File: config.mk
export PLATFORM = sky130hd
export DESIGN_NAME = fbc_fifo
export DESIGN_NICKNAME = d
export VERILOG_FILES = /design/src/hdl/fbc_pkg.sv /design/src/hdl/fbc_fifo.sv
export SDC_FILE = /design/constraint.sdc
export NUM_CORES = 1
export LEC_CHECK = 0
export ABC_AREA = 1
export BUFFER_PORTS_ARGS = -buffer_cell sky130_fd_sc_hd__buf_2
export CELL_PAD_IN_SITES_DETAIL_PLACEMENT = 0
export CELL_PAD_IN_SITES_GLOBAL_PLACEMENT = 2
export CORE_AREA = 5 5 58 60
export DETAILED_ROUTE_END_ITERATION = 6
export DIE_AREA = 0 0 63 65
export PLACE_DENSITY_LB_ADDON = 0.25
export REMOVE_ABC_BUFFERS = 1
export SYNTH_ARGS = -nofsm -noshare
export SYNTH_HDL_FRONTEND = slang
export SYNTH_SLANG_ARGS = --single-unit
export TNS_END_PERCENT = 10
File: constraint.sdc
create_clock -name clk_i -period 1.8 [get_ports clk_i]
set_input_delay 0.18 -clock clk_i [delete_from_list [all_inputs] [get_ports clk_i]]
set_output_delay 0.18 -clock clk_i [all_outputs]
set_load 0.05 [all_outputs]
File: src/hdl/fbc_pkg.sv
// Shared constants for the frustum box cull block.
// Depends on nothing; used by every module under hdl.
package fbc_pkg;

  // Default element format: signed Q8.8
  localparam int unsigned ELEMENT_WIDTH_DEF = 16;
  localparam int unsigned FRACTION_BITS_DEF = 8;

  // Packed row width of matrices and registers
  localparam int unsigned ROW_WIDTH = 64;

  // Depth of each queue and credit limit of the stages ahead of it
  localparam int unsigned QUEUE_DEPTH = 8;

  // Configuration register indexes
  typedef enum logic [1:0] {
    REG_VP_ROW_0 = 2'd0,
    REG_VP_ROW_1 = 2'd1,
    REG_VP_ROW_2 = 2'd2,
    REG_VP_ROW_3 = 2'd3
  } reg_idx_e;

endpackage

File: src/hdl/fbc_fifo.sv
// Small first-in first-out queue with registered storage.
// Depends on fbc_pkg for the default depth.
module fbc_fifo #(
  parameter int unsigned WIDTH = 1,
  parameter int unsigned DEPTH = fbc_pkg::QUEUE_DEPTH
) (
  input  logic             clk_i,
  input  logic             rst_ni,
  input  logic             wr_en_i,
  input  logic [WIDTH-1:0] wr_data_i,
  input  logic             rd_en_i,
  output logic [WIDTH-1:0] rd_data_o,
  output logic             empty_o
);

  localparam int unsigned AW = $clog2(DEPTH);

  logic [WIDTH-1:0] mem_q [DEPTH];
  logic [AW-1:0]    wr_ptr_q, rd_ptr_q;
  logic [AW:0]      count_q, count_d;

  // Store the item at the write pointer
  always_ff @(posedge clk_i) begin
    if (wr_en_i) begin
      mem_q[wr_ptr_q] <= wr_data_i;
    end
  end

  assign rd_data_o = mem_q[rd_ptr_q];
  assign empty_o   = (count_q == '0);

  always_comb begin
    count_d = count_q + (AW+1)'(wr_en_i) - (AW+1)'(rd_en_i);
  end

  // Advance pointers and fill count
  always_ff @(posedge clk_i or negedge rst_ni) begin
    if (!rst_ni) begin
      wr_ptr_q <= '0;
      rd_ptr_q <= '0;
      count_q  <= '0;
    end else begin
      if (wr_en_i) begin
        wr_ptr_q <= wr_ptr_q + AW'(1);
      end
      if (rd_en_i) begin
        rd_ptr_q <= rd_ptr_q + AW'(1);
      end
      count_q <= count_d;
    end
  end

`ifndef SYNTHESIS
  a_no_overflow : assert property (@(posedge clk_i) disable iff (!rst_ni)
    wr_en_i && !rd_en_i |-> count_q != (AW+1)'(DEPTH))
    else $error("fbc_fifo: write into full queue");
  a_no_underflow : assert property (@(posedge clk_i) disable iff (!rst_ni)
    rd_en_i |-> count_q != '0)
    else $error("fbc_fifo: read from empty queue");
  a_count_track : assert property (@(posedge clk_i) disable iff (!rst_ni)
    1'b1 |=> count_q == $past(count_d))
    else $error("fbc_fifo: fill count lost track");
`endif

endmodule

* Word-level counts from Yosys, hierarchy flattened
Memory sizes are Yosys's and may differ from the RTL's.
Index checks and enable logic that the tools add are counted.
** Cells by class
- Add/subtract/negate cells :: 4
- Multiply operators :: 0
- Div/mod/pow operators :: 0
- Magnitude comparators :: 0
- Equality and inequality tests :: 0
- Shift-type cells :: 0
- Multiplexer cells :: 2
- Bitwise gates (word level) :: 0
- Reduce and logical (&&, ||, !) cells :: 1
** Operators by type and width (number)
- adder 3 x 1 -> 3 bit, second input constant :: 2
- adder 4 x 1 -> 4 bit :: 1
- zero test 4 bit :: 1
- subtractor 4 x 1 -> 4 bit :: 1
- 2-to-1 mux 1 bit :: 2
** Word-level totals
- Register bits :: 10
- Bits in latches :: 0
- Memory bits (writable) :: 8
- ROM bits :: 0
- Word-level logic and storage cells :: 11
- Memories kept :: 1
** Memory list
- mem_q :: depth 8, width 1, rd ports 1, clocked after memory_dff 0, wr ports 1, line fbc_fifo.sv:18 : logic [WIDTH-1:0] mem_q [DEPTH];

* Depth between registers and ports, before layout
Gate-level depths: netlist of the first run.
- Depth after elaboration :: 2
- Mapped depth :: 7
- Gate-level depth less buffers :: 7

* Worst setup path after synthesis of the first run
No wires, ideal clock.
- Path kind :: register to register
- From :: reg count_q[0]
- To :: reg count_q[2]
- Arrival time :: 1.335 ns
- Required time :: 1.677 ns
- Slack :: 0.343 ns
- Stages on the path, launching flop included :: 8
- Buffers on the path :: 0
- Cell sequence :: dfrtp_1 -> inv_1 -> ha_1 -> inv_1 -> ha_1 -> inv_1 -> fa_1 -> xnor2_1
** On the way
- Word-level cells in the longest chain between the ends :: 2
** Ends and longest elaborated chain
- start, declared :: line fbc_fifo.sv:20 : logic [AW:0] count_q, count_d;
- start signal, assigned :: line fbc_fifo.sv:49 : count_q <= count_d;
- adder 4 x 1 -> 4 bit :: line fbc_fifo.sv:33 : count_d = count_q + (AW+1)'(wr_en_i) - (AW+1)'(rd_en_i);
- subtractor 4 x 1 -> 4 bit :: line fbc_fifo.sv:33
- via count_d[2] :: line fbc_fifo.sv:20
The timed path passes the listed nets, and every way through them passes these cells.
A chain may end at the register's enable or synchronous reset.

* Worst setup path after layout of the first run
- From :: reg rd_ptr_q[0]
- To :: out rd_data_o
** On the way
- Word-level cells in the longest chain between the ends :: 1
** Ends and longest elaborated chain
- start, declared :: line fbc_fifo.sv:19 : logic [AW-1:0] wr_ptr_q, rd_ptr_q;
- start signal, assigned :: line fbc_fifo.sv:47 : rd_ptr_q <= rd_ptr_q + AW'(1);
- memory read (8 x 1 bit)
- end, declared :: line fbc_fifo.sv:12 : output logic [WIDTH-1:0] rd_data_o,
No other way between the ends.

==> flow_summary.yaml, run 1 <==
run_status:
  status: "finished, final reports clean"
clock_network:
  clk_pin_slew_ps: 110
  cts-root-buf: "clkbuf_4"
  cts_resized: 0
  cts_setup_buffers: 0
  cts.sinks: 18
  cts_tree: "built"
  cts_hold_buf: 1
  cts_buffers: 3
  clockBufferDepth: 2
  htreeDepth: 1
  clock_latency_ps: 280
setup_path:
  critPathLaunchType: "flop"
  worstSetupPathType: "flop to output port"
  cp-end-kind: "output port"
  slowest_delay_ps: 500
  crit_top_cell: "nand2_1"
  crit_buf_inv: 2
  cp.arrival_ps: 1410
  crit_slowest_cell: "dfrtp_1"
  crit_fanout: 7
  worstPathCellList: "inv_2 -> nand2_1 -> nand3_1 -> nand2_1 -> nand2_1 -> nand2_1 -> buf_2"
  cp_top_family: "flip-flops"
  cp_data_required_time_ps: 1620
logic_synthesis:
  ys_types: 14
  ys_ff_latch: 18
  yosys-top-cells-count: "26 x nand2_1, 24 x inv_1, 10 x dfrtp_1"
  synth_edf_count: 8
  ys.flop_type: "dfrtp_1"
  syn_area_per_cell_um2: 9.159
  ys_async_sr_fraction_pct: 55.56
  synth.largest_area_cell: "dfrtp_1"
  synthesis.area_um2: 915.9
  synth_top_area_share_pct: 27.32
  syn_inst: 100
  synth_top_cells_by_area: "dfrtp_1 27%, edfxtp_1 26%, nand2_1 11%"
  yosysWarnings: 0
  seq_area_frac_synth_pct: 53.55
  yosysMostFrequentCell: "nand2_1"
global_routing:
  grt_pass1_wl_um: 2573
  track_usage_pct: 7.839
  grt_overflow: 0
  antenna_found_initial: 0
  grt_pass1_vias: 630
  grt_max_degree: 11
placed_design:
  portBuffers: 6
  dp_hpwl_um: 1148
  gp_congestion: 0.7080
routing:
  drc: 0
  drtIter0Drc: 23
  avgViaCountPerCell: 4.167
  first_pass_iters: 4
  vias: 600
  final_antenna_net_count: 0
  drt-total-wl_um: 1385
  routedWlPerCell_um: 9.618
pwr:
  leakage_nw: 0.5392
  switching_share_pct: 40.63
  p_seq_share_pct: 41.8
  p_comb_share_pct: 43.2
  p_sw_mw: 0.6490
  irDropWorstVdd_mv: 0.6607
  pwr-share-clk_pct: 15.0
  internal-power_mw: 0.9485
  power_density_nw_per_um2: 1546
timing:
  drv_slew: 0
  worst_hold_slack_ps: 123.9
  fin_crit_sh_pct: 88.17
  max-slew-margin-rel_pct: 82.98
  hold_viol: 0
  worstMarginPinSlew_ps: 255.2
  skew_ps: 10.01
  setup_viol: 0
  setup-tns-final_ps: 0
  layout_min_cycle_time_ps: 1587
  grt_setup_unrepaired: "false"
  timing.fmax_mhz: 630.1
die:
  fp.dieW_um: 63
  start_util_pct: 31.83
  die_h_um: 65
  design.core.area_um2: 2878
  dieArea_um2: 4095
  top_level_ports: 7
  rows: 20
cells_and_area:
  num_antenna_cells: 0
  fillers: 303
  layout-drive-gt1-share_pct: 10.81
  nets: 125
  area_delta_synth_final_pct: 12.84
flow_run:
  maxCapViolCount: 0
worst_hold_path:
  hp-class: "input port to flop"
[cell usage in the layout, fill, tap and decap left out, drive strengths merged]
| master | count |
|---|---|
| clkbuf | 4 |
| nand2 | 26 |
| xnor2 | 1 |
| ha | 7 |
| xor2 | 4 |
| buf | 6 |
| or2 | 1 |
| inv | 25 |
| fa | 1 |
| o21ai | 2 |
| a21oi | 1 |
| edfxtp | 8 |
| dlygate4sd3 | 1 |
| dfrtp | 10 |
| nand3 | 5 |
| nor2 | 9 |
[sequential cells by signal (all words and copies together) (netlist names)]
| name | flops |
|---|---|
| mem_q | 8 |
| rd_ptr_q | 3 |
| wr_ptr_q | 3 |
| count_q | 4 |
[per-layer routing]
| layer | part of all wire [%] | up-vias | GRT usage, % |
|---|---|---|---|
| met5 | 0 | - | 0 |
| met4 | 0.87 | 0 | 3.183 |
| met3 | 3.3 | 2 | 1.560 |
| met2 | 48 | 7 | 13.59 |
| met1 | 48 | 268 | 9.416 |
| li1 | - | 323 | - |
[final timing paths]
kind	from	end	slack, ps	cells after the start
min reg2reg	rd_ptr_q[2]	rd_ptr_q[2]	550	2
min	rd_en_i	rd_ptr_q[0]	120	2
max reg2reg	count_q[0]	count_q[2]	290	7
min in group asynchronous	rst_ni	rd_ptr_q[1]	280	2
max	rd_ptr_q[0]	rd_data_o	210	7
max in group asynchronous	rst_ni	wr_ptr_q[0]	1320	2
[logic make-up after synthesis]
logic type / after synthesis / synth area share (%)
and+or+nand+nor: 41 / 18.03
DFF: 18 / 53.55
buffers and inverters: 25 / 10.25
AOI/OAI and AO/OA: 3 / 1.639
xor gates and xnor gates: 5 / 4.781
adders and majority gates: 8 / 11.75
[cell type report]
| type | instances | area, um^2 | area share, % |
|---|---|---|---|
| Timing Repair Buffer | 7 | 40.04 | 3.874 |
| Tap cell | 33 | 41.29 | 3.995 |
| Inverter | 25 | 93.84 | 9.080 |
| Multi-Input combinational cell | 57 | 331.6 | 32.08 |
| Sequential cell | 18 | 490.5 | 47.46 |
| Clock buffer | 4 | 36.28 | 3.511 |
[power by group through the flow]
stage	Combinational, mW	Sequential [mW]	Clock (mW)
floorplan	0.566	0.652	0
global placement	0.681	0.682	0
detailed placement	0.699	0.684	0
CTS	0.705	0.674	0.255
global route	0.806	0.694	0.271
finish	0.689	0.668	0.240
[through the flow]
| step | instances | total power, mW | worst slack (ps) | cell area (um^2) | util [%] |
|---|---|---|---|---|---|
| after floorplan | 100 | 1.219 | 342.7 | 915.9 | - |
| after global placement | 139 | 1.362 | 312.9 | 987.2 | 34.30 |
| after detailed placement | 139 | 1.383 | 293.9 | 987.2 | 34.30 |
| after CTS | 144 | 1.634 | 183.5 | 1033 | 35.91 |
| after global routing | 144 | 1.772 | 65.50 | 1033 | 35.91 |
| final | 144 | 1.598 | 212.9 | 1033 | 35.91 |
(Power assumes the default switching activity.)
==> run 2: changes to the inputs <==
==> constraint.sdc (replaced) <==
create_clock -name clk_i -period 1.6 [get_ports clk_i]
set_input_delay 0.16 -clock clk_i [delete_from_list [all_inputs] [get_ports clk_i]]
set_output_delay 0.16 -clock clk_i [all_outputs]
set_load 0.05 [all_outputs]
==> run 2 against run 1 <==
  * Wire length rose by 0.94%
  * Cell count increased by 0.69%
  * Core utilization grew 1.3 points
  * Die area unchanged
  * Worst setup slack got worse by 110 ps
  * Combinational power grew 24%
  * Via count decreased by 0.50%
  * Critical path depth unchanged
  * Clock skew about the same
  * Register-to-register slack lost 190 ps
  * Sequential power up 14%
  * Highest routed layer unchanged
  * Largest cell class unchanged
  * Critical endpoint is now count_q[1]
==> flow_summary.yaml, run 2 (synthesis results as in run 1) <==
clock_network:
  clock_latency_ps: 290
  clk_pin_slew_ps: 110
  cts-root-buf: "clkbuf_4"
  cts_buffers: 3
  clockBufferDepth: 2
  cts_tree: "built"
  htreeDepth: 1
  cts.sinks: 18
run_status:
  status: "finished, final reports clean"
flow_run:
  maxCapViolCount: 0
timing:
  hold_viol: 0
  setup_viol: 0
  layout_min_cycle_time_ps: 1502
  grt_setup_unrepaired: "false"
  worstMarginPinSlew_ps: 238.1
  fin_crit_sh_pct: 93.87
  max-slew-margin-rel_pct: 84.13
  setup-tns-final_ps: 0
  layout_setup_ws_ps: 98.08
  drv_slew: 0
  skew_ps: 10.10
  timing.fmax_mhz: 665.8
pwr:
  power_density_nw_per_um2: 1761
  total_power_mw: 1.888
  p_seq_share_pct: 40.2
  p_comb_share_pct: 45.4
  switching_share_pct: 40.17
  leakage_nw: 0.5392
  internal-power_mw: 1.130
  pwr-share-clk_pct: 14.4
  irDropWorstVdd_mv: 0.8004
  p_sw_mw: 0.7585
die:
  fp.dieW_um: 63
  design.core.area_um2: 2878
  top_level_ports: 7
  start_util_pct: 31.83
  dieArea_um2: 4095
  die_h_um: 65
  rows: 20
routing:
  drc: 0
  avgViaCountPerCell: 4.117
  vias: 597
  drt-total-wl_um: 1398
  first_pass_iters: 4
  drtIter0Drc: 16
  final_antenna_net_count: 0
  routedWlPerCell_um: 9.641
setup_path:
  crit_path_start: "count_q[0]"
  cp-end-kind: "flop"
  cp.arrival_ps: 1700
  critPathLaunchType: "flop"
  cp_top_family: "adder cells"
  crit_top_cell: "inv_2"
  cp_data_required_time_ps: 1800
  worstPathCellList: "inv_2 -> ha_4 -> inv_2 -> ha_4 -> inv_2 -> fa_2 -> inv_2"
  crit_slowest_cell: "fa_2"
  rr_startpoint: "count_q[0]"
  crit_buf_inv: 4
  worstSetupPathType: "flop to flop"
  slowest_delay_ps: 530
  crit_fanout: 2
placed_design:
  dp_hpwl_um: 1121
  portBuffers: 6
  place_area_um2: 987.2
  gp_congestion: 0.7283
  preCtsSetupSlack_ps: 84.60
global_routing:
  antenna_found_initial: 0
  grt_pass1_wl_um: 2566
  grt_max_degree: 11
  track_usage_pct: 7.949
  grt_overflow: 0
  grt_pass1_vias: 642
worst_hold_path:
  min_from: "rd_en_i"
  hp-class: "input port to flop"
cells_and_area:
  mostFrequentLayoutCell: "nand2_1"
  top_regs: "mem_q (8), count_q (4)"
  fin_area_um2: 1072
  layout-drive-gt1-share_pct: 18.75
  largest_register_ff_count: 8
  layout_common_cells: "26 x nand2_1, 20 x inv_1, 9 x nor2_1, 9 x dfrtp_1, 8 x edfxtp_1"
  num_antenna_cells: 0
  regMostFlops: "mem_q"
  nets: 126
  area_delta_synth_final_pct: 17.08
  fin_util_pct: 37.26
## run 2: cell type report
cell class                      count  area [um^2]
Tap cell                           33        41.29
Multi-Input combinational cell     57        359.1
Inverter                           25        93.84
Fill cell                         287         1805
Sequential cell                    18        491.7
Timing Repair Buffer                8        50.05
Clock buffer                        4        36.28
## run 2: worst paths after layout
| path | end | slack, ps | cells after the start |
|---|---|---|---|
| hold / removal | rd_ptr_q[0] | 120 | 2 |
| setup / recovery | count_q[1] | 100 | 7 |
| min in group asynchronous | rd_ptr_q[1] | 250 | 2 |
| max in group asynchronous | rd_ptr_q[0] | 1140 | 2 |
| setup reg to reg | count_q[1] | 100 | 7 |
| hold reg to reg | wr_ptr_q[0] | 550 | 2 |
## run 2: timing repair
| action | in CTS | in global routing |
|---|---|---|
| setup buffers | 0 | 1 |
| gates cloned | 0 | 0 |
| hold buffers | 1 | 0 |
| endpoints found under the setup margin | 1 | 3 |
| resized for setup | 1 | 9 |
| endpoints found under the hold margin | 10 | 0 |
| pin swaps | 0 | 2 |
## run 2: power by group through the flow
stage	logic (mW)	registers [mW]	clock network [mW]
6_report	0.857	0.759	0.272
5_1_grt	1.00	0.787	0.307
4_1_cts	0.784	0.761	0.290
3_5_place_dp	0.779	0.769	0
3_3_place_gp	0.766	0.767	0
2_1_floorplan	0.637	0.734	0
## run 2: metal layers
| layer | track usage [%] | vias up | share of wire [%] |
|---|---|---|---|
| li1 | - | 325 | - |
| met1 | 8.874 | 265 | 48 |
| met2 | 13.72 | 5 | 48 |
| met3 | 1.733 | 2 | 3.1 |
| met4 | 4.775 | 0 | 0.86 |
| met5 | 0 | - | 0 |
## run 2: stage by stage
stage | instances | hold slack, ps
after floorplan | 100 | -135.6
after global placement | 139 | 39.44
after detailed placement | 139 | 40.01
after CTS | 144 | 79.97
after global routing | 145 | 121.9
final | 145 | 118.0
==> run 3: changes to the inputs <==
--- a/config.mk
+++ b/config.mk
@@ -9,9 +9,9 @@
 export BUFFER_PORTS_ARGS = -buffer_cell sky130_fd_sc_hd__buf_2
 export CELL_PAD_IN_SITES_DETAIL_PLACEMENT = 0
 export CELL_PAD_IN_SITES_GLOBAL_PLACEMENT = 2
-export CORE_AREA = 5 5 58 60
+export CORE_AREA = 2 2 55 57
 export DETAILED_ROUTE_END_ITERATION = 6
-export DIE_AREA = 0 0 63 65
+export DIE_AREA = 0 0 57 59
 export PLACE_DENSITY_LB_ADDON = 0.25
 export REMOVE_ABC_BUFFERS = 1
 export SYNTH_ARGS = -nofsm -noshare
==> run 3 against run 2 <==
  * Flip-flop and latch count is the same
  * Clock skew shrank 3.7 ps
  * Maximum frequency shrank 3.9%
  * Die area shrank 18%
  * Combinational power shrank 0.9%
  * Register-to-register slack lost 60 ps
  * Cell count shrank 0.69%
  * Non-clock buffer count grew 1
  * Largest cell class unchanged
==> flow_summary.yaml, run 3 (synthesis results as in run 1) <==
run_status:
  status: "finished, final reports clean"
timing:
  skew_ps: 6.386
  setup-tns-final_ps: 0
  hold_viol: 0
  setup_viol: 0
  layout_min_cycle_time_ps: 1563
  timing.fmax_mhz: 639.7
  worstMarginPinSlew_ps: 246.7
  drv_slew: 0
  fin_crit_sh_pct: 97.70
  max-slew-margin-rel_pct: 83.67
pwr:
  irDropWorstVdd_mv: 1.186
  p_comb_share_pct: 46.4
  power_density_nw_per_um2: 1730
  leakage_nw: 0.5390
  p_sw_mw: 0.7467
  switching_share_pct: 40.82
  total_power_mw: 1.829
  pwr-share-clk_pct: 12.2
  internal-power_mw: 1.083
  p_seq_share_pct: 41.4
cells_and_area:
  regMostFlops: "mem_q"
  top_regs: "mem_q (8), count_q (4)"
  nets: 127
  mostFrequentLayoutCell: "nand2_1"
  largest_register_ff_count: 8
  final_cells: 144
  num_antenna_cells: 0
  area_delta_synth_final_pct: 15.44
  layout_common_cells: "26 x nand2_1, 22 x inv_1, 9 x nor2_1, 9 x dfrtp_1, 8 x edfxtp_1"
  layout-drive-gt1-share_pct: 16.81
  fillers: 297
die:
  start_util_pct: 33.80
  top_level_ports: 7
  rows: 19
  die_h_um: 59
  fp.dieW_um: 57
  design.core.area_um2: 2710
  dieArea_um2: 3363
clock_network:
  clk_pin_slew_ps: 100
  htreeDepth: 1
  clock_latency_ps: 280
  cts_tree: "built"
  cts_buffers: 3
  cts-root-buf: "clkbuf_4"
  clockBufferDepth: 2
  cts.sinks: 18
global_routing:
  grt_pass1_wl_um: 2352
  grt_max_degree: 11
  grt_pass1_vias: 568
  grt_overflow: 0
  antenna_found_initial: 0
  track_usage_pct: 9.349
setup_path:
  crit_fanout: 2
  worstSetupPathType: "flop to flop"
  r2r_slack_ps: 40
  worstPathCellList: "inv_2 -> ha_4 -> inv_1 -> ha_2 -> inv_2 -> fa_2 -> inv_1"
  cp.arrival_ps: 1750
  critPathLaunchType: "flop"
  crit_slowest_cell: "fa_2"
  timing.rr.end: "count_q[1]"
  rr_startpoint: "count_q[0]"
  cp_top_family: "adder cells"
  cp_data_required_time_ps: 1780
  crit_buf_inv: 4
  slowest_delay_ps: 500
  cp-end-kind: "flop"
  r2r_cells: 7
worst_hold_path:
  holdPathEnd: "mem_q[0]"
  min_from: "wr_data_i"
  hp-class: "input port to flop"
  worstHoldPathCells: 1
routing:
  final_antenna_net_count: 0
  routedWlPerCell_um: 9.743
  vias: 598
  avgViaCountPerCell: 4.153
  drt-total-wl_um: 1403
  first_pass_iters: 3
  drtIter0Drc: 6
  drc: 0
flow_run:
  maxCapViolCount: 0
placed_design:
  dp_hpwl_um: 1093
  gp_congestion: 0.7074
  dp_cells: 137
  portBuffers: 6
run 3: how the worst max path moves through the flow:
stage               startpoint          to  slack (ps)  cells past startpoint
floorplan           count_q[0]  count_q[2]         140                      7
global placement    count_q[0]  count_q[2]         110                      7
detailed placement  count_q[0]  count_q[2]          80                      7
CTS                 count_q[0]  count_q[2]          60                      7
global route        count_q[0]  count_q[1]         -10                      7
finish              count_q[0]  count_q[1]          40                      7
run 3: power groups by stage:
stage / combinational [mW] / sequential (mW) / clock, mW
final: 0.849 / 0.757 / 0.224
after global routing: 0.997 / 0.777 / 0.257
after CTS: 0.782 / 0.759 / 0.234
after detailed placement: 0.776 / 0.764 / 0
after global placement: 0.771 / 0.760 / 0
after floorplan: 0.637 / 0.734 / 0
run 3: area by class of cell:
type                            instances  area (um^2)  share of cell area [%]
Sequential cell                        18        491.7                   46.51
Clock buffer                            4        26.28                   2.485
Inverter                               25        93.84                   8.876
Tap cell                               31        38.79                   3.669
Multi-Input combinational cell         57        349.1                   33.02
Timing Repair Buffer                    9        57.56                   5.444
run 3: worst register-to-register path, stage by stage, from the launching register on:
cell	delay, ps
dfrtp_1	380
inv_2	70
ha_4	190
inv_1	60
ha_2	190
inv_2	40
fa_2	500
inv_1	40
run 3: stage by stage:
step | hold slack, ps | setup WS [ps] | util [%] | area (um^2)
final | 140.7 | 36.77 | 39.01 | 1057
after global routing | 136.7 | -10.53 | 39.01 | 1057
after CTS | 115.8 | 61.43 | 37.72 | 1022
after detailed placement | 34.39 | 76.03 | 36.33 | 984.7
after global placement | 33.89 | 114.1 | 36.33 | 984.7
after floorplan | -135.6 | 142.7 | - | 915.9
run 3: routing by layer:
layer,up-vias,global-route usage [%],share of wire [%]
met1,265,11.68,46
met3,2,1.310,1.1
met5,-,0,0
li1,327,-,-
met4,0,6.977,1.9
met2,4,14.78,51
run 3: what timing repair did:
action,in CTS,in global routing
setup buffers,0,2
pin swaps,0,1
hold buffers,1,0
endpoints found under the setup margin,1,3
endpoints found under the hold margin,10,0
resized for setup,1,7
cloned,0,0
